<file path="src/hdl/srt_pkg.sv">
`default_nettype none

package srt_pkg;

    // Fixed field widths of the request and result beats.
    localparam int DATA_W       = 32;
    localparam int OP_W         = 2;
    localparam int POS_W        = 7;
    localparam int CNT_OUT_W    = 7;
    localparam int STATUS_W     = 2;
    localparam int CAPACITY_DEF = 64;

    // Request operation codes.
    typedef enum logic [OP_W-1:0] {
        OP_INSERT = 2'd0,
        OP_GET    = 2'd1,
        OP_REMOVE = 2'd2
    } t_op;

    // Result status codes.
    typedef enum logic [STATUS_W-1:0] {
        ST_OK    = 2'd0,
        ST_RANGE = 2'd1,
        ST_FULL  = 2'd2
    } t_status;

    // Command broadcast from the controller to every cell.
    typedef enum logic [2:0] {
        CELL_HOLD,
        CELL_INSERT,
        CELL_REMOVE,
        CELL_LOAD,
        CELL_SHIFT
    } t_cell_op;

    typedef struct packed {
        t_cell_op                 op;
        logic signed [DATA_W-1:0] value;
    } t_cell_cmd;

    // Controller states.
    typedef enum logic {
        S_IDLE,
        S_SCAN
    } t_state;

endpackage

`default_nettype wire

</file>
<file path="src/hdl/srt_ctrl.sv">
`default_nettype none

module srt_ctrl import srt_pkg::*; #(
    parameter int CAPACITY = CAPACITY_DEF,
    parameter int CNT_W    = $clog2(CAPACITY + 1),
    parameter int CMP_W    = (CNT_W > POS_W) ? CNT_W : POS_W,
    parameter int IDX_W    = $clog2(CAPACITY)
) (
    input  wire logic                     i_clk,
    input  wire logic                     i_rst_n,
    input  wire logic                     i_start,
    input  wire logic [OP_W-1:0]          i_operation,
    input  wire logic signed [DATA_W-1:0] i_value,
    input  wire logic [POS_W-1:0]         i_position,
    input  wire logic signed [DATA_W-1:0] i_pass_head,
    output t_cell_cmd                     o_cmd,
    output logic [CMP_W-1:0]              o_count,
    output logic [CMP_W-1:0]              o_rank_idx,
    output logic                          o_busy,
    output logic                          o_valid,
    output logic signed [DATA_W-1:0]      o_read_value,
    output logic [STATUS_W-1:0]           o_status,
    output logic [CNT_OUT_W-1:0]          o_entry_count
);

    t_state                   r_state,       n_state;
    logic [CNT_W-1:0]         r_count,       n_count;
    logic [IDX_W-1:0]         r_scan_cnt,    n_scan_cnt;
    logic                     r_valid,       n_valid;
    logic signed [DATA_W-1:0] r_read_value,  n_read_value;
    t_status                  r_status,      n_status;
    logic [CNT_OUT_W-1:0]     r_entry_count, n_entry_count;

    logic [CMP_W-1:0] w_pos_ext;
    logic [CMP_W-1:0] w_count_ext;
    logic             w_rank_ok;
    logic             w_full;
    logic             w_accept;

    // Rank check against the current count.
    assign w_pos_ext   = CMP_W'(i_position);
    assign w_count_ext = CMP_W'(r_count);
    assign w_rank_ok   = (w_pos_ext != '0) && (w_pos_ext <= w_count_ext);
    assign w_full      = r_count == CNT_W'(CAPACITY);
    assign w_accept    = i_start && (r_state == S_IDLE);
    assign o_rank_idx  = w_pos_ext - CMP_W'(1);
    assign o_count     = w_count_ext;

    // State and control registers.
    always_ff @(posedge i_clk) begin
        if (!i_rst_n) begin
            r_state <= S_IDLE;
            r_count <= '0;
            r_valid <= 1'b0;
        end else begin
            r_state <= n_state;
            r_count <= n_count;
            r_valid <= n_valid;
        end
    end

    // Result and scan registers.
    always_ff @(posedge i_clk) begin
        r_scan_cnt    <= n_scan_cnt;
        r_read_value  <= n_read_value;
        r_status      <= n_status;
        r_entry_count <= n_entry_count;
    end

    // Decode requests, drive the cell command and form the result beat.
    always_comb begin
        n_state       = r_state;
        n_count       = r_count;
        n_scan_cnt    = r_scan_cnt;
        n_valid       = 1'b0;
        n_read_value  = r_read_value;
        n_status      = r_status;
        n_entry_count = r_entry_count;
        o_cmd.op      = CELL_HOLD;
        o_cmd.value   = i_value;
        case (r_state)
            S_IDLE: begin
                if (i_start) begin
                    n_valid      = 1'b1;
                    n_read_value = '0;
                    n_status     = ST_OK;
                    if (i_operation == OP_INSERT) begin
                        if (w_full) begin
                            n_status = ST_FULL;
                        end else begin
                            o_cmd.op = CELL_INSERT;
                            n_count  = r_count + CNT_W'(1);
                        end
                    end else if (i_operation == OP_GET) begin
                        if (w_rank_ok) begin
                            o_cmd.op   = CELL_LOAD;
                            n_scan_cnt = o_rank_idx[IDX_W-1:0];
                            n_state    = S_SCAN;
                            n_valid    = 1'b0;
                        end else begin
                            n_status = ST_RANGE;
                        end
                    end else if (i_operation == OP_REMOVE) begin
                        if (w_rank_ok) begin
                            o_cmd.op = CELL_REMOVE;
                            n_count  = r_count - CNT_W'(1);
                        end else begin
                            n_status = ST_RANGE;
                        end
                    end else begin
                        n_status = ST_RANGE;
                    end
                    n_entry_count = CNT_OUT_W'(n_count);
                end
            end
            S_SCAN: begin
                if (r_scan_cnt == '0) begin
                    n_valid       = 1'b1;
                    n_read_value  = i_pass_head;
                    n_status      = ST_OK;
                    n_entry_count = CNT_OUT_W'(r_count);
                    n_state       = S_IDLE;
                end else begin
                    o_cmd.op   = CELL_SHIFT;
                    n_scan_cnt = r_scan_cnt - IDX_W'(1);
                end
            end
            default: begin
                n_state = S_IDLE;
            end
        endcase
    end

    assign o_busy        = r_state != S_IDLE;
    assign o_valid       = r_valid;
    assign o_read_value  = r_read_value;
    assign o_status      = r_status;
    assign o_entry_count = r_entry_count;

    // The count never passes the capacity.
    a_count_bound: assert property (@(posedge i_clk) disable iff (!i_rst_n)
        r_count <= CNT_W'(CAPACITY))
        else $error("entry count above capacity");

    // An insert into a table with room adds exactly one entry.
    a_insert_count: assert property (@(posedge i_clk) disable iff (!i_rst_n)
        (w_accept && i_operation == OP_INSERT && !w_full)
            |=> r_count == $past(r_count) + CNT_W'(1))
        else $error("insert did not grow the count");

    // A full report only comes from a full table.
    a_full_status: assert property (@(posedge i_clk) disable iff (!i_rst_n)
        (r_valid && r_status == ST_FULL) |-> w_full)
        else $error("full status with room left");

    // No result beat while the read-out chain is still moving.
    a_scan_quiet: assert property (@(posedge i_clk) disable iff (!i_rst_n)
        (r_state == S_SCAN && r_scan_cnt != '0) |=> !r_valid)
        else $error("result beat during scan");

endmodule

`default_nettype wire

</file>
<file path="config.mk">
export PLATFORM = sky130hd
export DESIGN_NAME = srt_ctrl
export DESIGN_NICKNAME = d
export VERILOG_FILES = /design/src/hdl/srt_pkg.sv /design/src/hdl/srt_ctrl.sv
export SDC_FILE = /design/constraint.sdc
export NUM_CORES = 1
export LEC_CHECK = 0
export BUFFER_PORTS_ARGS = -buffer_cell sky130_fd_sc_hd__buf_2
export CAP_MARGIN = 30
export CORE_ASPECT_RATIO = 1.4
export CORE_MARGIN = 3
export CORE_UTILIZATION = 46
export DETAILED_ROUTE_END_ITERATION = 10
export PLACE_DENSITY = 0.81
export SYNTH_ARGS = -nofsm -noshare
export SYNTH_HDL_FRONTEND = slang
export SYNTH_SLANG_ARGS = --single-unit
export TNS_END_PERCENT = 20
</file>
<file path="constraint.sdc">
create_clock -name i_clk -period 2.54 [get_ports i_clk]
set_input_delay 0.508 -clock i_clk [delete_from_list [all_inputs] [get_ports i_clk]]
set_output_delay 0.508 -clock i_clk [all_outputs]
set_load 0.1 [all_outputs]
</file>
; Word level (Yosys, flattened, before mapping)
; Index checks and enable logic that the tools add are counted.
[classes]
n_bitwise = 1
n_addsub = 4
magnitude_cmp = 1
muxes = 46
n_reduce_logical = 7
eq_ne = 9
[ops]
columns = operator, n
row1 = $mux 32, 2
row2 = $pmux 32 s2, 1
row3 = $mux 7, 7
row4 = $mux 6, 5
row5 = $mux 2, 9
row6 = $pmux 7 s2, 1
row7 = $sub 7x1->7 const B, 2
row8 = $mux 1, 12
row9 = $mux 3, 4
row10 = $pmux 6 s2, 1
row11 = $ne 2x2->1 const B, 4
row12 = $add 7x1->7 const B, 1
row13 = $eq 7x7->1 const B, 1
row14 = $le 7x7->1, 1
row15 = $reduce_bool 7->1, 1
row16 = $logic_not 6->1, 1
row17 = $pmux 3 s2, 1
row18 = $sub 6x1->6 const B, 1
row19 = $reduce_and 5->1, 1
row20 = $ne 2x1->1 const B, 2
row21 = $pmux 1 s2, 2
row22 = $pmux 2 s2, 1
row23 = $reduce_and 2->1, 2
row24 = $eq 2x1->1 const B, 1
row25 = 4 further kinds, 4
[totals]
out_inout_bits = 92
inputBits = 76
reg_bits = 56

; Depth between registers and ports, before layout
; Gate-level depths: netlist of run 1.
[logic_depth]
ltp_word = 8
mapped_depth = 10
depth_no_buf = 8

; Least setup slack after synthesis of run 1
; No wires, ideal clock.
[synth_timing]
kind = reg-to-output
startpoint = register r_count[3] (netlist: o_count[3])
endpoint = output port o_cmd[33] (netlist name)
path_buffers = 1
arrival_time_ns = 4.419
stages_incl_launch_ff = 8
t_required_ns = 2.032
path_slack_ns = -2.387
path_cell_list = dfxtp_1 clkbuf_1 inv_1 ha_1 nand4_1 o22ai_2 nand2_1 nor3_1
[synth_rtl]
columns = element, line
row1 = start: declaration, srt_ctrl.sv:27  ; logic [CNT_W-1:0] r_count, n_count;
row2 = start signal: assignment, srt_ctrl.sv:57  ; r_count <= n_count;
row3 = end: declaration, srt_ctrl.sv:16  ; output t_cell_cmd o_cmd,

==> results.toml, run 1 <==
[drt]
met1_length_um = 2860
post-route-drc-count = 0
post_drt_via_cell_ratio = 5.22
dr_wl_met2_um = 4240
wire_per_inst_um = 16.0
top_layer_used = "met4"
postRouteAntennaNets = 0
dr.pass1.iters = 4
met3_length_um = 474
via_count = 2553
drt_wl_total_um = 7810
drt-initial-drc-count = 108

[synthesis]
synth.most_common_cell = "edfxtp_1"
syn_avg_cell_area_sq_um = 10.6
synth_edf_count = 47
synthFlopType = "edfxtp_1"
synth_area_sq_um = 3300
synth.top_cell.area_share_pct = 42.8
syn-num-nets = 401
yosysWarningCount = 0
ys_top_cells_by_area = "edfxtp_1 43%, buf_4 7.5%, and2_1 6.8%"
syn_inst = 312
yosysUniqueCellTypes = 52
yosysTopAreaCell = "edfxtp_1"
synth_seq_cells = 56
synthArstFlopShare_pct = 0
seq_area_frac_synth_pct = 48.2
ys_top_cells_by_count = "47 x edfxtp_1, 36 x and2_1, 33 x buf_4, 16 x a21oi_1, 16 x nand2_1"

[clocking]
cts_buffers = 5
cts_tree = "done"
ctsHtreeMaxLevel = 2
clock_tree.root_cell = "clkbuf_8"
clockBufferDepth = 2
clock_latency_ps = 300
clk_pin_slew_ps = 90
cts.sink_count = 56

[critical_path]
cp.arrival_ps = 1940
cp_max_fo = 5
start_kind = "flip-flop"
slowest_stage = "dfxtp_4"
critical_path_class = "flip-flop to output port"
critPathRequiredTime_ps = 2030
critical_path.cell_chain = "inv_4, ha_4, nand4_1, o22ai_4, nand2_4, nor3_4, buf_12"
cp-end-kind = "output port"
critPathTopFamily = "simple AND/OR/NAND/NOR gates"
max_stage_delay_ps = 400
crit_buf_inv = 2
r2r_slack_ps = 420

[pwr]
p_int_w = 0.00160
combPwrFrac_pct = 37.2
p_seq_share_pct = 41.7
p_sw_share_pct = 38.7
cellPowerDensity_nw_per_um2 = 612
clock_power_share_pct = 21.2
p_switching_w = 0.00101
p_leak_nw = 1.77
max-vdd-ir-drop_v = 0.000315

[finish]
n_antenna_cell = 0
syn_to_final_growth_pct = 29.2
stdcell_count = 489
drive_gt1_share_pct = 44.8
fillers = 531
fin_area_sq_um = 4260
nets = 485

[timing]
worstMarginPinSlew_ps = 510
fmax_ghz = 0.408
fin_crit_ps = 2450
fin_skew_ps = 7.05
min_period_over_period_pct = 96.4
finalSetupTns_ps = 0
relSlewSlack_pct = 66.0
setup_viol = 0
whs_ps = 487
drv_slew = 0
hold_viol_final = 0
rsz0062_at_grt = "true"

[global_routing]
antenna_found_initial = 0
grt_max_degree = 58
grt_pass1_vias = 2441
grt-ovfl-total = 0
grt_first_pass_wirelength_um = 12100
grt_usage_pct = 18.6

[floorplanning]
ios = 168
dieWidth_um = 77.6
core-area_sq_um = 6790
die_y_um = 106
rows = 35
start_util_pct = 48.6
die-area_sq_um = 8240

[placement]
io_buffers = 103
dp.cells = 473
dpl_cell_area_sq_um = 4010
routabilityCongestion = 0.860
place_hpwl_um = 5820

[worst_hold_path]
hold_class = "input port to flip-flop"

[job]
max-cap-violations = 0

[outcome]
status = "finished clean"
## final cells by class
cell class                 count  area (sq um)  area share (%)
multi-input combinational    194          1550            36.4
tap                           92           115            2.70
sequential                    56          1610            37.7
clock inverter                 2          35.0           0.822
inverter                      13          60.1            1.41
timing repair buffer         126           821            19.2
clock buffer                   6          72.6            1.70
## path summary, 6_finish.rpt
check                  start          endpoint  cells past startpoint
max               o_count[3]         o_cmd[33]                      7
min          i_pass_head[28]  o_read_value[28]                      2
max reg2reg       o_count[0]  o_entry_count[4]                      7
min reg2reg       o_count[1]        o_count[1]                      2
## registers in the layout (all words and copies together), names as in the netlist
name / cells
o_read_value: 32
o_count: 7
o_entry_count: 7
r_scan_cnt: 6
o_status: 2
o_busy: 1
o_valid: 1
## what timing repair did
| action | CTS | global route |
|---|---|---|
| buffers inserted | 2 | 6 |
| setup endpoints to repair | 2 | 2 |
| pin swaps | 2 | 7 |
| hold buffers | 0 | 0 |
| gates resized for setup | 1 | 19 |
## per-stage QoR
step,setup WS (ps),util [%],total power [W]
6_report,90.4,62.8,0.00261
5_1_grt,-5.36,62.8,0.00272
4_1_cts,10.0,60.8,0.00259
3_5_place_dp,90.9,59.0,0.00203
3_3_place_gp,98.5,59.0,0.00203
2_1_floorplan,-616,-,0.00207
## cell usage in the layout (no fill, tap or decap), types with 4 or more instances in the layout
cell type	count
ha_4	7
buf_2	95
nor2_1	12
a21oi_1	12
and2_1	35
o211ai_1	6
a21oi_2	4
nor2b_1	5
buf_4	22
ha_1	6
xnor2_1	6
inv_1	6
nor3_1	8
xor2_1	4
nand2_1	14
buf_12	9
nand3_1	14
edfxtp_1	47
dfxtp_2	4
clkbuf_8	5
## cells by family (layout without fill, tap and decap cells)
| group | after synthesis | after routing | synth area share, % |
|---|---|---|---|
| and+or+nand+nor | 113 | 113 | 19.5 |
| buffers and inverters | 62 | 147 | 11.6 |
| adders and majority gates | 13 | 13 | 4.93 |
| muxes | 3 | 3 | 0.910 |
| DFF | 56 | 56 | 48.2 |
| AOI/OAI and AO/OA | 52 | 52 | 11.4 |
| xor gates and xnor gates | 13 | 13 | 3.45 |
## routing by layer
layer	vias up	track usage, %
li1	1243	-
met1	1182	21.2
met2	104	33.9
met3	24	2.97
met4	0	7.89
met5	-	0
## power by group through the flow
stage	sequential, W	combinational, W	clock, W
5_1_grt	0.00109	0.00102	0.000613
3_3_place_gp	0.00111	0.000914	0
4_1_cts	0.00109	0.000931	0.000576
2_1_floorplan	0.00149	0.000572	0
3_5_place_dp	0.00111	0.000921	0
6_report	0.00109	0.000969	0.000552
## worst reg2reg max path, stage by stage, from the launching register on
cell	delay [ps]
dfxtp_2	390
inv_1	160
ha_1	310
a41oi_4	270
a2111oi_2	410
a21oi_2	120
o21ai_1	130
o31ai_1	80
No activity file was read; power rests on OpenSTA's default activity.
==> run 2, diff against run 1 <==
--- a/config.mk
+++ b/config.mk
@@ -6,12 +6,12 @@
 export NUM_CORES = 1
 export LEC_CHECK = 0
 export BUFFER_PORTS_ARGS = -buffer_cell sky130_fd_sc_hd__buf_2
-export CAP_MARGIN = 30
 export CORE_ASPECT_RATIO = 1.4
 export CORE_MARGIN = 3
 export CORE_UTILIZATION = 46
 export DETAILED_ROUTE_END_ITERATION = 10
-export PLACE_DENSITY = 0.81
+export PLACE_DENSITY_LB_ADDON = 0.2
+export SKIP_LAST_GASP = 1
 export SYNTH_ARGS = -nofsm -noshare
 export SYNTH_HDL_FRONTEND = slang
 export SYNTH_SLANG_ARGS = --single-unit
==> run 2 against run 1 <==
  * Wire length is 4.2% lower
  * Sequential share of layout area is 0.62 points higher
  * Clock power is 16% lower
  * Critical endpoint unchanged
  * Highest routed layer unchanged
==> results.toml, run 2 (same netlist as run 1, synthesis figures left out) <==
[placement]
place_hpwl_um = 5680
routabilityCongestion = 0.915
io_buffers = 103

[clocking]
cts_hold_buffers = 0
clock_tree.root_cell = "clkbuf_8"
cts.sink_count = 56
ctsHtreeMaxLevel = 2
cts_tree = "done"
cts_buffers = 5
clk_pin_slew_ps = 90
clockBufferDepth = 2
clock_latency_ps = 300

[worst_hold_path]
hold_start = "i_pass_head[30]"
min_to = "o_read_value[30]"
hold_class = "input port to flip-flop"
hold_path_depth = 2

[floorplanning]
die-area_sq_um = 8240
rows = 35
core-area_sq_um = 6790
start_util_pct = 48.6
die_y_um = 106
dieWidth_um = 77.6
ios = 168

[outcome]
status = "finished clean"

[global_routing]
grt_max_degree = 58
grt_first_pass_wirelength_um = 12000
grt_pass1_vias = 2463
grt-ovfl-total = 0
antenna_found_initial = 0
grt_usage_pct = 18.2

[drt]
dr.pass1.iters = 4
via_count = 2550
postRouteAntennaNets = 0
post-route-drc-count = 0
wire_per_inst_um = 15.4
drt-initial-drc-count = 97
post_drt_via_cell_ratio = 5.26
drt_wl_total_um = 7480

[timing]
worstMarginPinSlew_ps = 503
hold_viol_final = 0
fin_crit_ps = 2480
drv_slew = 0
setup_viol = 0
fmax_ghz = 0.403
min_period_over_period_pct = 97.7
rsz0062_at_grt = "true"
fin_skew_ps = 4.29
relSlewSlack_pct = 66.7
whs_ps = 486

[critical_path]
critical_path_class = "flip-flop to output port"
r2r-end = "o_entry_count[4]"
rr_worst_depth = 8
start_kind = "flip-flop"
cp.arrival_ps = 1970
cp-end-kind = "output port"
r2r-start = "o_count[4]"
r2r_slack_ps = 200
critPathRequiredTime_ps = 2030
cp_max_fo = 3

[finish]
final_common_cell = "buf_2"
seq_area_sq_um = 1610
multiInputGateArea_sq_um = 1540
largest_register_ffs = 32
nets = 481
fin_util_pct = 61.8
n_antenna_cell = 0
fillers = 556
drive_gt1_share_pct = 43.0
syn_to_final_growth_pct = 27.1
final_cell_mix = "95 x buf_2, 47 x edfxtp_1, 35 x and2_1"

[pwr]
p_leak_nw = 1.73
max-vdd-ir-drop_v = 0.000252
cellPowerDensity_nw_per_um2 = 596

[job]
max-cap-violations = 0
## run 2: worst max path at each step
stage	startpoint	to	slack, ps	depth (start not counted)
detailed placement	i_position[6]	o_entry_count[4]	-40	8
floorplan	i_position[0]	o_cmd[33]	-620	6
global placement	i_position[6]	o_entry_count[4]	20	8
finish	o_count[4]	o_cmd[33]	60	7
CTS	o_count[3]	o_cmd[32]	6	7
global route	o_count[4]	o_cmd[33]	-50	7
## run 2: where the power goes
group          switching (W)  total [W]  internal (W)  leakage (nW)
clock               0.000267   0.000465      0.000198        0.0424
sequential         0.0000214    0.00108       0.00106         0.551
combinational       0.000721   0.000955      0.000234          1.14
## run 2: worst max-delay path, stage by stage (launching register included)
cell	delay, ps
dfxtp_4	370
inv_4	50
ha_4	260
nand4_1	210
o22ai_4	260
nand2_4	110
nor3_4	210
buf_12	200
## run 2: timing repair
item / CTS / global route
gates resized for setup: 4 / 11
buffers inserted: 4 / 1
setup endpoints to repair: 2 / 2
pin swaps: 3 / 6
## run 2: cell type report
cell class / instances / area share, %
Multi-Input combinational cell: 194 / 36.6
Clock inverter: 1 / 0.209
Inverter: 13 / 1.43
Sequential cell: 56 / 38.3
Clock buffer: 7 / 1.82
Timing Repair Buffer: 122 / 18.8
Tap cell: 92 / 2.74
## run 2: per-stage QoR
step	setup TNS [ps]	cell area, sq um	power, W	worst slack [ps]	instances
floorplan	-18260	3460	0.00207	-616	312
global placement	0	4000	0.00202	20.8	472
detailed placement	-36.7	4000	0.00203	-36.7	472
CTS	0	4140	0.00251	5.84	484
global route	-60.8	4200	0.00260	-54.4	485
finish	0	4200	0.00250	57.9	485
## run 2: metal layers
layer	vias up	wire length, um	track usage (%)
met4	0	127	7.00
met3	14	501	2.97
met2	115	3930	32.7
li1	1234	-	-
met1	1187	2920	21.4
met5	-	0	0
