<file path="config.mk">
export PLATFORM = sky130hd
export DESIGN_NAME = srt_cell
export DESIGN_NICKNAME = d
export VERILOG_FILES = /design/src/hdl/srt_pkg.sv /design/src/hdl/srt_cell.sv
export SDC_FILE = /design/constraint.sdc
export NUM_CORES = 1
export LEC_CHECK = 0
export ABC_CLOCK_PERIOD_IN_PS = 3400
export BUFFER_PORTS_ARGS = -buffer_cell sky130_fd_sc_hd__buf_2
export CORE_MARGIN = 3
export CORE_UTILIZATION = 45
export CTS_BUF_LIST = sky130_fd_sc_hd__clkbuf_16
export DETAILED_ROUTE_END_ITERATION = 8
export PLACE_DENSITY = 0.81
export SLEW_MARGIN = 10
export SYNTH_ARGS = -nofsm -noshare
export SYNTH_HDL_FRONTEND = slang
export SYNTH_SLANG_ARGS = --single-unit
</file>
<file path="constraint.sdc">
create_clock -name i_clk -period 3.4 [get_ports i_clk]
set_input_delay 0.17 -clock i_clk [delete_from_list [all_inputs] [get_ports i_clk]]
set_output_delay 0.17 -clock i_clk [all_outputs]
set_load 0.02 [all_outputs]
</file>
<file path="src/hdl/srt_pkg.sv">
`default_nettype none

package srt_pkg;

    // Fixed field widths of the request and result beats.
    localparam int DATA_W       = 32;
    localparam int OP_W         = 2;
    localparam int POS_W        = 7;
    localparam int CNT_OUT_W    = 7;
    localparam int STATUS_W     = 2;
    localparam int CAPACITY_DEF = 64;

    // Request operation codes.
    typedef enum logic [OP_W-1:0] {
        OP_INSERT = 2'd0,
        OP_GET    = 2'd1,
        OP_REMOVE = 2'd2
    } t_op;

    // Result status codes.
    typedef enum logic [STATUS_W-1:0] {
        ST_OK    = 2'd0,
        ST_RANGE = 2'd1,
        ST_FULL  = 2'd2
    } t_status;

    // Command broadcast from the controller to every cell.
    typedef enum logic [2:0] {
        CELL_HOLD,
        CELL_INSERT,
        CELL_REMOVE,
        CELL_LOAD,
        CELL_SHIFT
    } t_cell_op;

    typedef struct packed {
        t_cell_op                 op;
        logic signed [DATA_W-1:0] value;
    } t_cell_cmd;

    // Controller states.
    typedef enum logic {
        S_IDLE,
        S_SCAN
    } t_state;

endpackage

`default_nettype wire

</file>
<file path="src/hdl/srt_cell.sv">
`default_nettype none

module srt_cell import srt_pkg::*; #(
    parameter int CMP_W = 7,
    parameter int INDEX = 0
) (
    input  wire logic                     i_clk,
    input  wire t_cell_cmd                i_cmd,
    input  wire logic [CMP_W-1:0]         i_count,
    input  wire logic [CMP_W-1:0]         i_rank_idx,
    input  wire logic                     i_left_gt,
    input  wire logic signed [DATA_W-1:0] i_left_entry,
    input  wire logic signed [DATA_W-1:0] i_right_entry,
    input  wire logic signed [DATA_W-1:0] i_right_pass,
    output logic                          o_gt,
    output logic signed [DATA_W-1:0]      o_entry,
    output logic signed [DATA_W-1:0]      o_pass
);

    logic signed [DATA_W-1:0] r_entry;
    logic signed [DATA_W-1:0] r_pass;
    logic                     w_occupied;
    logic                     w_at_or_after;

    // An empty slot acts as larger than any value, so the new value lands at
    // the end of the list when nothing stored exceeds it.
    assign w_occupied    = CMP_W'(INDEX) < i_count;
    assign w_at_or_after = CMP_W'(INDEX) >= i_rank_idx;
    assign o_gt          = !w_occupied || ($signed(r_entry) > $signed(i_cmd.value));

    // Stored entry: shift right on insert, shift left on remove.
    always_ff @(posedge i_clk) begin
        case (i_cmd.op)
            CELL_INSERT: begin
                if (o_gt) begin
                    r_entry <= i_left_gt ? i_left_entry : i_cmd.value;
                end
            end
            CELL_REMOVE: begin
                if (w_at_or_after) begin
                    r_entry <= i_right_entry;
                end
            end
            default: begin
                r_entry <= r_entry;
            end
        endcase
    end

    // Read-out chain: copy the entry, then move toward cell zero one step a cycle.
    always_ff @(posedge i_clk) begin
        case (i_cmd.op)
            CELL_LOAD:  r_pass <= r_entry;
            CELL_SHIFT: r_pass <= i_right_pass;
            default:    r_pass <= r_pass;
        endcase
    end

    assign o_entry = r_entry;
    assign o_pass  = r_pass;

endmodule

`default_nettype wire

</file>
==> After elaboration in Yosys (flattened, before gate mapping) <==
Cells that the tools add are included.
{ "classes": {"n_reduce_logical": 5, "n_lt_le_gt_ge": 3, "eq_ne": 6, "muxes": 5} }
{ "op_table": {"columns": ["operator", "n"], "rows": [
  ["$pmux 32 s2", 2],
  ["$mux 32", 3],
  ["$gt 32x32->1", 1],
  ["$ge 1x7->1 const A", 1],
  ["$lt 1x7->1 const A", 1],
  ["$eq 3x2->1 const B", 2],
  ["$ne 2x2->1 const B", 2],
  ["$reduce_bool 2->1", 2],
  ["$eq 3x1->1 const B", 1],
  ["$eq 3x3->1 const B", 1],
  ["$reduce_and 3->1", 1],
  ["$logic_not 1->1", 1],
  ["$logic_or 1x1->1", 1]
]} }
{ "totals": {"out_inout_bits": 65, "word_cells": 21, "inputBits": 147, "regBits": 64} }

==> Depth between registers and ports, before layout <==
Gate-level depths: netlist of the first run.
{ "logic_depth": {"depth_word": 5, "depth_mapped": 9, "depth_no_buf": 9} }

==> Worst setup path before layout of the first run <==
Ideal clock, no wire load.
{ "synth_timing": {"kind": "register to register", "from": "reg r_entry[11], in the netlist o_entry[11]", "to": "reg r_entry[0], in the netlist o_entry[0] (enable)", "path_stages_with_launch": 9, "period_less_slack_ns": 3.142, "t_arrival_ns": 2.750, "required_time_ns": 3.008, "setup_ns": 0.392, "path_slack_ns": 0.258, "cell_sequence": "edfxtp_1 -> ha_1 -> and4_1 -> nand2_1 -> a211o_1 -> a21oi_1 -> nor3_1 -> nor3_2 -> a22o_1"} }
{ "synth_between": {"elab_chain_len": 4} }
{ "synth_rtl": {"columns": ["item", "line", "source"], "rows": [
  ["start: declaration", "srt_cell.sv:20", "logic signed [DATA_W-1:0] r_entry;"],
  ["start signal: assignment", "srt_cell.sv:36", "r_entry <= i_left_gt ? i_left_entry : i_cmd.value;"],
  ["start signal: assignment", "srt_cell.sv:41", "r_entry <= i_right_entry;"],
  ["start signal: assignment", "srt_cell.sv:45", "r_entry <= r_entry;"],
  ["$gt 32x32->1", "srt_cell.sv:29", "assign o_gt = !w_occupied || ($signed(r_entry) > $signed(i_cmd.value));"],
  ["$logic_or 1x1->1", "srt_cell.sv:29", null],
  ["named net o_gt", "srt_cell.sv:15", "output logic o_gt,"],
  ["$ne 2x2->1 (no line)", null, null],
  ["$reduce_and 3->1 (no line)", null, null]
]} }
The timed path passes the listed nets, and every way through them passes these cells.
A chain may end at the register's enable or synchronous reset.

==> Worst setup path after layout of the first run <==
{ "layout_timing": {"from": "reg r_entry[31], in the netlist o_entry[31]", "to": "reg r_entry[12], in the netlist o_entry[12] (enable)"} }
{ "layout_between": {"elab_chain_len": 4} }
{ "layout_rtl": {"columns": ["item", "line"], "rows": [
  ["$gt 32x32->1", "srt_cell.sv:29"],
  ["$logic_or 1x1->1", "srt_cell.sv:29"],
  ["$ne 2x2->1 (no line)", null],
  ["$reduce_and 3->1 (no line)", null]
]} }
No other way between the ends.

==> run_results.csv, run 1 <==
group,metric,value,unit
outcome,status,"finished, final reports clean",
clocking,cts.repair.resized,0,
setup_path,cp.required,3.34,ns
sta,max_freq,350,MHz
synth,netlist_top_cells_count,"edfxtp_1, nand2_1, o21ai_0",
final_layout,fillerInstances,674,
setup_path,cp_max_fo,32,
pwr,p_leak,0.00249,uW
synth,ys_warn_count,0,
clocking,cts_root_buffer,"clkbuf_16",
floorplan,die_w,98.6,microns
sta,finClkSkew,0.00521,ns
clocking,cts.sinks,64,
synth,async_reset_ff_frac,0,
place,dp_slack,0.509,ns
route,ant_nets,0,
clocking,clk_latency,0.32,ns
sta,min_period,2.86,ns
setup_path,arrival,2.80,ns
sta,timing.final.ws_setup,0.543,ns
worst_hold_path,hold_class,"primary input to register",
synth,synth_fp_nets,513,
global_route,grt_max_degree,65,
global_route,overflow,0,
route,routedWlPerCell,16.8,microns
synth,synthTopCellsByArea,"edfxtp_1, ha_1, mux2_2",
floorplan,start_util,0.467,
floorplan,core.rowCount,33,
pwr,vdd_drop_max,295,uV
synth,synthFlopType,"edfxtp_1",
final_layout,fin_nets,723,
clocking,cts_tree,"done",
global_route,grt_pass1_wl,16900,microns
route,drt-pass1-iter-count,4,
place,numPortBuffers,211,
pwr,powerDensity,420,mW/mm^2
setup_path,crit_path_start_kind,"register",
setup_path,path_class,"register to register",
floorplan,io_pins,212,
synth,synth.largest_area_cell,"edfxtp_1",
final_layout,fin_util,0.647,
route,wl,11000,microns
synth,avgSynthCellArea,11.5,sq um
route,drt_first_iter_violations,95,
sta,setup_violations,0,
floorplan,core-area,0.00826,sq mm
synth,syn_inst,334,
sta,tns,0,ns
worst_hold_path,hold_start,"i_right_entry[29]",
global_route,grtUsageTotal,0.220,
global_route,grt_use_met3,0.0481,
route,routed_via_density,5.20,
synth,ys_seq_area_frac,0.498,
setup_path,startpoint,"o_entry[31]$_DFFE_PP_",
sta,timing.final.max_slew_violations,0,
flow_run,cap_violations,0,
route,drc,0,
sta,hold_violations,0,
clocking,h-tree-depth,3,
global_route,grt_pass1_vias,3567,
sta,rsz0062_at_grt,"false",
global_route,antenna_found_initial,0,
place,place.gp.congestion,0.815,
route,vias,3400,
synth,ys_ff_latch,64,
setup_path,end_kind,"register",
global_route,grtUsageMet1,0.255,
sta,timing.final.crit_share,0.840,
synth,ys_types,35,
clocking,ctsHoldBuffers,0,
sta,relSlewSlack,0.303,
clocking,cts-buffers-inserted,9,
floorplan,die_h,98.6,microns
clocking,cts.clk_slew.worst_paths,0.05,ns
sta,tightestPinTransition,1.04,ns
clocking,clock_path_buffers,2,
final_layout,syn2layout_area_growth,38.4,%
synth,synth_top_area_share,0.498,
final_layout,diodes,0,
floorplan,dieArea,0.00972,sq mm
final_layout,drive_gt1_frac,0.483,
setup_path,r2r_start,"o_entry[31]$_DFFE_PP_",
place,dp_hpwl,8560,microns
global_route,grtUsageMet2,0.397,
synth,synth-edff-count,64,
synth,syn_area,0.00386,sq mm
clocking,cts_setup_buffers,0,
global_route,grt-busiest-layer,"met2",
synth,yosysMostFrequentCell,"edfxtp_1",
-- cells by family (layout without fill, tap and decap cells) --
group / after synthesis / after routing / synth area share
AND/OR/NAND/NOR: 69 / 69 / 0.0921
flip-flops: 64 / 64 / 0.498
multiplexers: 63 / 63 / 0.174
AO/OA/AOI/OAI: 60 / 60 / 0.0869
buffers and inverters: 46 / 261 / 0.0454
adder cells (fa/ha/maj): 32 / 32 / 0.104
-- power breakdown --
part	internal [uW]	switching, uW
registers	914	13.0
logic	160	192
clock network	634	328
-- worst max-delay path, cell delays in order, from the launching register on --
cell,delay (ns)
edfxtp_1,0.42
ha_1,0.36
nand4_1,0.18
nor2_1,0.18
nand2_1,0.11
nor3_1,0.19
nor3_1,0.08
nor3_2,0.21
a22o_2,0.74
-- per-layer routing --
layer / share of wire / wire, microns
met1: 0.40 / 4350
met2: 0.52 / 5740
met3: 0.061 / 665
met4: 0.022 / 237
met5: 0 / 0
-- path summary, 6_finish.rpt --
check	depth (start not counted)	slack, ns	end
worst max register to register	8	0.54	o_entry[12]$_DFFE_PP_
worst min-delay path	3	0.13	o_entry[29]$_DFFE_PP_
worst min register to register	1	0.61	o_pass[22]$_DFFE_PP_
worst max-delay path	8	0.54	o_entry[12]$_DFFE_PP_
-- stage by stage --
| stage | hold WS (ns) | instance area (sq um) | power (uW) | std cells |
|---|---|---|---|---|
| 6_report | 0.128 | 5340 | 2240 | 654 |
| 5_1_grt | 0.130 | 5340 | 2330 | 654 |
| 4_1_cts | 0.118 | 5340 | 2250 | 654 |
| 3_5_place_dp | 0.454 | 5030 | 1300 | 638 |
| 3_3_place_gp | 0.448 | 5030 | 1280 | 638 |
| 2_1_floorplan | 0.357 | 3860 | 1130 | 334 |
-- flip-flops by register name (all words and copies together) (netlist names) --
signal / cells
o_pass: 32
o_entry: 32
-- layout make-up --
cell class,instances,area [sq um],share of cell area
clock buffer,9,225,0.0422
clock inverter,7,86.3,0.0162
inverter,32,120,0.0225
multi-input combinational,224,1780,0.334
sequential,64,1920,0.360
tap,105,131,0.0246
timing repair buffer,213,1070,0.201
-- cell usage in the layout, fill, tap and decap left out, types with 2 or more instances in the layout --
cell type	count
o21ai_0	36
ha_1	32
bufinv_16	2
buf_4	2
clkinv_1	3
and4_1	2
clkinvlp_4	2
nand4_1	6
mux2i_1	32
nor3_1	5
a21o_1	3
mux2_2	31
nor3b_1	2
buf_2	211
clkbuf_16	9
inv_1	32
nand2_1	43
a21oi_1	12
edfxtp_1	64
Power figures use the tool's default switching activity.
==> run 2: changes to the inputs <==
ABC_AREA = 1   (was not set)
ABC_CLOCK_PERIOD_IN_PS = 2300   (was 3400)
CORE_UTILIZATION = 41   (was 45)
PLACE_DENSITY = 0.77   (was 0.81)
clock period = 2.3 ns   (was 3.4 ns; I/O delays follow)
==> run 2 against run 1 <==
- cell count is 24% higher
- critical endpoint is now o_entry[14]$_DFFE_PP_
- worst setup slack worse by 0.48 ns
- sequential cell count is the same
- worst hold slack lost 0.057 ns
- largest cell class is now multi-input gates
- clock skew increased by 0.0012 ns
- design area is 9.7% higher
- power increased by 48%
- critical path type unchanged
- global-route usage fell by 1.3 points
- clock-buffer cell count unchanged
- maximum frequency up 28%
- first-iteration DRC count up 61%
==> run_results.csv, run 2 <==
group,metric,value,unit
outcome,status,"finished, final reports clean",
route,routedWlPerCell,14.9,microns
synth,ys_types,21,
sta,timing.final.max_slew_violations,0,
sta,tightestPinTransition,1.15,ns
final_layout,drive_gt1_frac,0.458,
final_layout,seqCellArea,0.00192,sq mm
setup_path,ff2ff_path_depth,14,
floorplan,start_util,0.427,
synth,async_reset_ff_frac,0,
synth,yosysMostFrequentCell,"nand2_1",
floorplan,io_pins,212,
global_route,grt_pass1_wl,18200,microns
final_layout,multiInputGateArea,0.00205,sq mm
global_route,overflow,0,
sta,hold_violations,0,
synth,synth-edff-count,64,
final_layout,syn2layout_area_growth,46.5,%
sta,min_period,2.24,ns
clocking,cts-buffers-inserted,9,
global_route,grtUsageTotal,0.207,
final_layout,fin_nets,853,
clocking,cts.sinks,64,
clocking,clock_path_buffers,2,
final_layout,diodes,0,
setup_path,critical_path_depth,14,
setup_path,ff2ff_setup_slack,0.06,ns
setup_path,cp_common_cell,"nand2_2",
setup_path,end_kind,"register",
pwr,powerDensity,565,mW/mm^2
final_layout,final_cell_mix,"buf_2, nand2_1, edfxtp_1",
place,numPortBuffers,211,
setup_path,r2r-end,"o_entry[14]$_DFFE_PP_",
clocking,h-tree-depth,3,
pwr,combPwrFrac,0.183,
pwr,p_clk_frac,0.402,
synth,synthFlopType,"edfxtp_1",
synth,ys_ff_latch,64,
global_route,grt_max_degree,65,
synth,avgSynthCellArea,8.94,sq um
setup_path,critPathMaxStageDelay,0.43,ns
sta,rsz0062_at_grt,"true",
setup_path,crit_family,"simple AND/OR/NAND/NOR gates",
setup_path,cp_slowest_cell,"edfxtp_1",
place,dp_cells,782,
setup_path,cp_max_fo,8,
synth,synth_top_area_share,0.481,
global_route,antenna_found_initial,0,
floorplan,die_h,105,microns
route,ant_nets,0,
setup_path,path_class,"register to register",
synth,syn_inst,447,
worst_hold_path,hold_class,"primary input to register",
setup_path,arrival,2.27,ns
flow_run,cap_violations,0,
floorplan,core-area,0.00937,sq mm
route,drt_first_iter_violations,153,
pwr,seq_power_share,0.415,
route,routed_via_density,4.75,
floorplan,core.rowCount,35,
sta,setup_violations,0,
setup_path,r2r_start,"o_entry[31]$_DFFE_PP_",
clocking,cts_tree,"done",
synth,netlist_top_cells_count,"nand2_1, edfxtp_1, inv_1",
route,drt-pass1-iter-count,4,
setup_path,path_buf_inv,2,
route,vias,3835,
setup_path,cp-endpoint,"o_entry[14]$_DFFE_PP_",
pwr,vdd_drop_max,350,uV
setup_path,cp_cell_sequence,"ha_4, nand2_2, inv_2, nand3_4, nor2_4, nand4_1, nor2_2, nand2_2, nand3_2, nand3_2, nand2_2, nand2_4, nand2_4, buf_12",
setup_path,cp.required,2.34,ns
clocking,clk_latency,0.32,ns
floorplan,die_w,105,microns
synth,ys_warn_count,0,
final_layout,final_common_cell,"buf_2",
synth,synthTopCellsByArea,"edfxtp_1, nand2_1, ha_1",
final_layout,fillerInstances,847,
sta,relSlewSlack,0.229,
synth,synth_fp_nets,626,
clocking,cts.clk_slew.worst_paths,0.06,ns
route,drc,0,
synth,syn_area,0.00400,sq mm
place,place.gp.congestion,0.871,
clocking,cts_root_buffer,"clkbuf_16",
place,dp_hpwl,8990,microns
pwr,internal_power,2450,uW
final_layout,finalNonFillerCells,808,
sta,finClkSkew,0.00639,ns
pwr,switchingPower,862,uW
global_route,grt_pass1_vias,3782,
setup_path,startpoint,"o_entry[31]$_DFFE_PP_",
sta,max_freq,447,MHz
synth,synth.largest_area_cell,"edfxtp_1",
setup_path,crit_path_start_kind,"register",
pwr,p_leak,0.00292,uW
synth,ys_seq_area_frac,0.481,
route,wl,12000,microns
floorplan,dieArea,0.0110,sq mm
sta,timing.final.crit_share,0.974,
pwr,p_sw_frac,0.261,
final_layout,fin_util,0.625,
[run 2: worst register-to-register path: stages, from the launching register on]
cell      delay, ns
edfxtp_1       0.43
ha_4           0.30
nand2_2        0.05
inv_2          0.07
nand3_4        0.07
nor2_4         0.11
nand4_1        0.09
nor2_2         0.15
nand2_2        0.07
nand3_2        0.06
nand3_2        0.08
nand2_2        0.10
nand2_4        0.08
nand2_4        0.13
buf_12         0.14
[run 2: power groups by stage]
stage | Sequential, uW | Combinational [uW] | Clock [uW]
6_report | 1370 | 607 | 1330
5_1_grt | 1380 | 677 | 1410
4_1_cts | 1370 | 570 | 1360
3_5_place_dp | 1390 | 557 | 0
3_3_place_gp | 1390 | 541 | 0
2_1_floorplan | 1450 | 250 | 0
[run 2: worst min-delay path by stage]
stage,start,to,slack [ns],depth (start not counted)
2_1_floorplan,i_right_entry[10],o_entry[10]$_DFFE_PP_,0.30,2
3_3_place_gp,i_right_entry[23],o_entry[23]$_DFFE_PP_,0.39,3
3_5_place_dp,i_right_entry[17],o_entry[17]$_DFFE_PP_,0.39,3
4_1_cts,i_right_entry[24],o_entry[24]$_DFFE_PP_,0.06,3
5_1_grt,i_right_entry[4],o_entry[4]$_DFFE_PP_,0.08,3
6_report,i_right_entry[4],o_entry[4]$_DFFE_PP_,0.07,3
[run 2: what timing repair did]
action / in CTS / in global routing
cloned: 1 / 0
hold buffers: 0 / 0
buffers inserted: 2 / 7
pin swaps: 2 / 8
endpoints found under the setup margin: 32 / 33
gates resized for setup: 1 / 27
[run 2: logic make-up after synthesis]
kind of cell,after synthesis,share of synthesized area
compound gates,49,0.0626
simple gates,202,0.202
fa+ha+maj,32,0.100
buf+inv,69,0.0670
mux,31,0.0873
flops,64,0.481
[run 2: layout make-up]
cell class              count  area share
multi-input cells         315       0.350
flip-flops and latches     64       0.328
repair buffers            231       0.211
clock buffers               9      0.0385
inverters                  53      0.0340
well taps                 129      0.0276
clock inverters             7      0.0107
[run 2: routing by layer]
layer  track usage  vias to the layer above  wire length, microns
li1              -                     1933                     -
met1         0.244                     1750                  4850
met2         0.377                      146                  6360
met3        0.0420                        6                   720
met4        0.0637                        0                    98
met5             0                        -                     0
[run 2: per-stage QoR]
| step | cell area (sq um) | hold WS, ns | setup TNS (ns) | setup WS [ns] | power [uW] |
|---|---|---|---|---|---|
| 2_1_floorplan | 4010 | 0.301 | 0 | 0.0170 | 1700 |
| 3_3_place_gp | 5260 | 0.390 | 0 | 0.0429 | 1930 |
| 3_5_place_dp | 5260 | 0.389 | -0.0976 | -0.00497 | 1950 |
| 4_1_cts | 5600 | 0.0623 | 0 | 0.0222 | 3300 |
| 5_1_grt | 5860 | 0.0754 | -0.805 | -0.0513 | 3470 |
| 6_report | 5860 | 0.0706 | 0 | 0.0606 | 3310 |
==> run 3: changes to the inputs <==
CELL_PAD_IN_SITES_DETAIL_PLACEMENT = 0   (was not set)
CELL_PAD_IN_SITES_GLOBAL_PLACEMENT = 1   (was not set)
CORE_UTILIZATION = 29   (was 41)
PLACE_DENSITY = not set   (was 0.77)
PLACE_DENSITY_LB_ADDON = 0.1   (was not set)
==> run 3 against run 2 <==
- first-iteration DRC count down 9.2%
- critical path depth is 1 lower
- core utilization fell by 17 points
- combinational power rose by 3%
- highest routed layer unchanged
==> run_results.csv, run 3 (synthesis results as in run 2) <==
group,metric,value,unit
floorplan,die_w,123,microns
global_route,grt_pass1_vias,3846,
sta,tns,0,ns
route,drt-pass1-iter-count,4,
global_route,grt_pass1_wl,18600,microns
pwr,p_clk_frac,0.377,
clocking,cts-buffers-inserted,9,
floorplan,start_util,0.299,
place,dp_hpwl,9590,microns
sta,timing.final.max_slew_violations,0,
pwr,p_sw_frac,0.269,
pwr,combPwrFrac,0.195,
final_layout,syn2layout_area_growth,50.8,%
setup_path,cp.required,2.18,ns
clocking,cts.sinks,64,
setup_path,path_class,"register to primary output",
pwr,seq_power_share,0.428,
pwr,total_power,3200,uW
clocking,cts_tree,"done",
setup_path,ff2ff_path_depth,13,
setup_path,arrival,2.12,ns
clocking,h-tree-depth,3,
setup_path,cp_max_fo,2,
flow_run,cap_violations,0,
sta,rsz0062_at_grt,"true",
sta,min_period,2.24,ns
clocking,clock_path_buffers,2,
clocking,cts.clk_slew.worst_paths,0.05,ns
sta,setup_violations,0,
setup_path,crit_path_start_kind,"register",
route,ant_nets,0,
final_layout,final_common_cell,"buf_2",
global_route,grtUsageTotal,0.161,
setup_path,r2r-end,"o_entry[3]$_DFFE_PP_",
route,routedWlPerCell,14.4,microns
sta,timing.final.crit_share,0.974,
route,wl,12600,microns
floorplan,core-area,0.0133,sq mm
sta,tightestPinTransition,0.866,ns
route,drc,0,
sta,finClkSkew,0.00715,ns
setup_path,r2r_start,"o_entry[31]$_DFFE_PP_",
place,numPortBuffers,211,
pwr,vdd_drop_max,297,uV
floorplan,dieArea,0.0152,sq mm
worst_hold_path,hold_class,"primary input to register",
floorplan,core.rowCount,42,
sta,timing.final.ws_setup,0.0603,ns
floorplan,io_pins,212,
floorplan,die_h,123,microns
global_route,overflow,0,
route,routed_via_density,4.35,
sta,max_freq,446,MHz
final_layout,fin_nets,873,
sta,hold_violations,0,
clocking,clk_latency,0.33,ns
worst_hold_path,worstHoldPathCells,3,
place,dp_slack,-0.0364,ns
outcome,status,"finished, final reports clean",
final_layout,drive_gt1_frac,0.475,
setup_path,ff2ff_setup_slack,0.09,ns
global_route,antenna_found_initial,0,
pwr,p_leak,0.00302,uW
route,drt_first_iter_violations,139,
pwr,internal_power,2340,uW
worst_hold_path,min_delay_worst_endpoint,"o_entry[26]$_DFFE_PP_",
pwr,powerDensity,530,mW/mm^2
place,place.gp.congestion,0.756,
setup_path,end_kind,"primary output",
global_route,grt_max_degree,32,
route,vias,3809,
pwr,switchingPower,859,uW
final_layout,diodes,0,
final_layout,final_cell_mix,"buf_2, nand2_1, edfxtp_1",
clocking,cts_root_buffer,"clkbuf_16",
worst_hold_path,hold_start,"i_right_entry[26]",
sta,relSlewSlack,0.421,
run 3: power groups by stage:
stage / clock, uW / sequential (uW) / combinational (uW)
after floorplan: 0 / 1450 / 250
final: 1200 / 1370 / 625
after detailed placement: 0 / 1390 / 577
after global placement: 0 / 1390 / 574
after global routing: 1290 / 1370 / 706
after CTS: 1240 / 1370 / 587
run 3: final cells by class:
cell class / count / area (sq um)
sequential: 64 / 1920
tap: 176 / 220
multi-input combinational: 317 / 2070
fill: 1379 / 7320
inverter: 53 / 199
timing repair buffer: 249 / 1360
clock buffer: 9 / 225
clock inverter: 7 / 30.0
run 3: metrics by stage:
stage | area [sq um] | hold WS (ns) | util | std cells
final | 6030 | 0.0520 | 0.452 | 875
after global placement | 5430 | 0.392 | 0.407 | 842
after CTS | 5730 | 0.0404 | 0.429 | 861
after global routing | 6030 | 0.0564 | 0.452 | 875
after floorplan | 4010 | 0.301 | - | 447
after detailed placement | 5430 | 0.390 | 0.407 | 842
run 3: how the worst max path moves through the flow:
stage / start / end / depth (start not counted)
global placement: o_entry[13]$_DFFE_PP_ / o_entry[12]$_DFFE_PP_ / 12
finish: o_entry[31]$_DFFE_PP_ / o_gt / 13
global route: o_entry[9]$_DFFE_PP_ / o_entry[0]$_DFFE_PP_ / 14
floorplan: o_entry[31]$_DFFE_PP_ / o_entry[0]$_DFFE_PP_ / 13
detailed placement: o_entry[15]$_DFFE_PP_ / o_entry[13]$_DFFE_PP_ / 12
CTS: o_entry[15]$_DFFE_PP_ / o_gt / 11
run 3: repair_timing:
action | CTS | global route
hold buffers | 0 | 0
resized for setup | 3 | 37
buffers inserted | 0 | 14
cloned | 3 | 0
pin swaps | 2 | 15
endpoints found under the setup margin | 32 | 33
run 3: critical path, cell delays in order (launching register included):
cell      delay, ns
edfxtp_1       0.42
ha_4           0.30
nand2_2        0.04
inv_2          0.07
nand3_4        0.07
nor2_4         0.12
nand4_1        0.10
nor2_2         0.15
nand2_2        0.08
nand2_2        0.08
nand2_2        0.06
nand3_4        0.08
nand2_4        0.07
buf_6          0.14
run 3: per-layer routing:
layer | global-route usage | share of wire | wire, microns
met4 | 0.0484 | 0.0088 | 111
met5 | 0 | 0 | 0
met3 | 0.0371 | 0.067 | 842
met1 | 0.200 | 0.44 | 5560
met2 | 0.276 | 0.48 | 6050
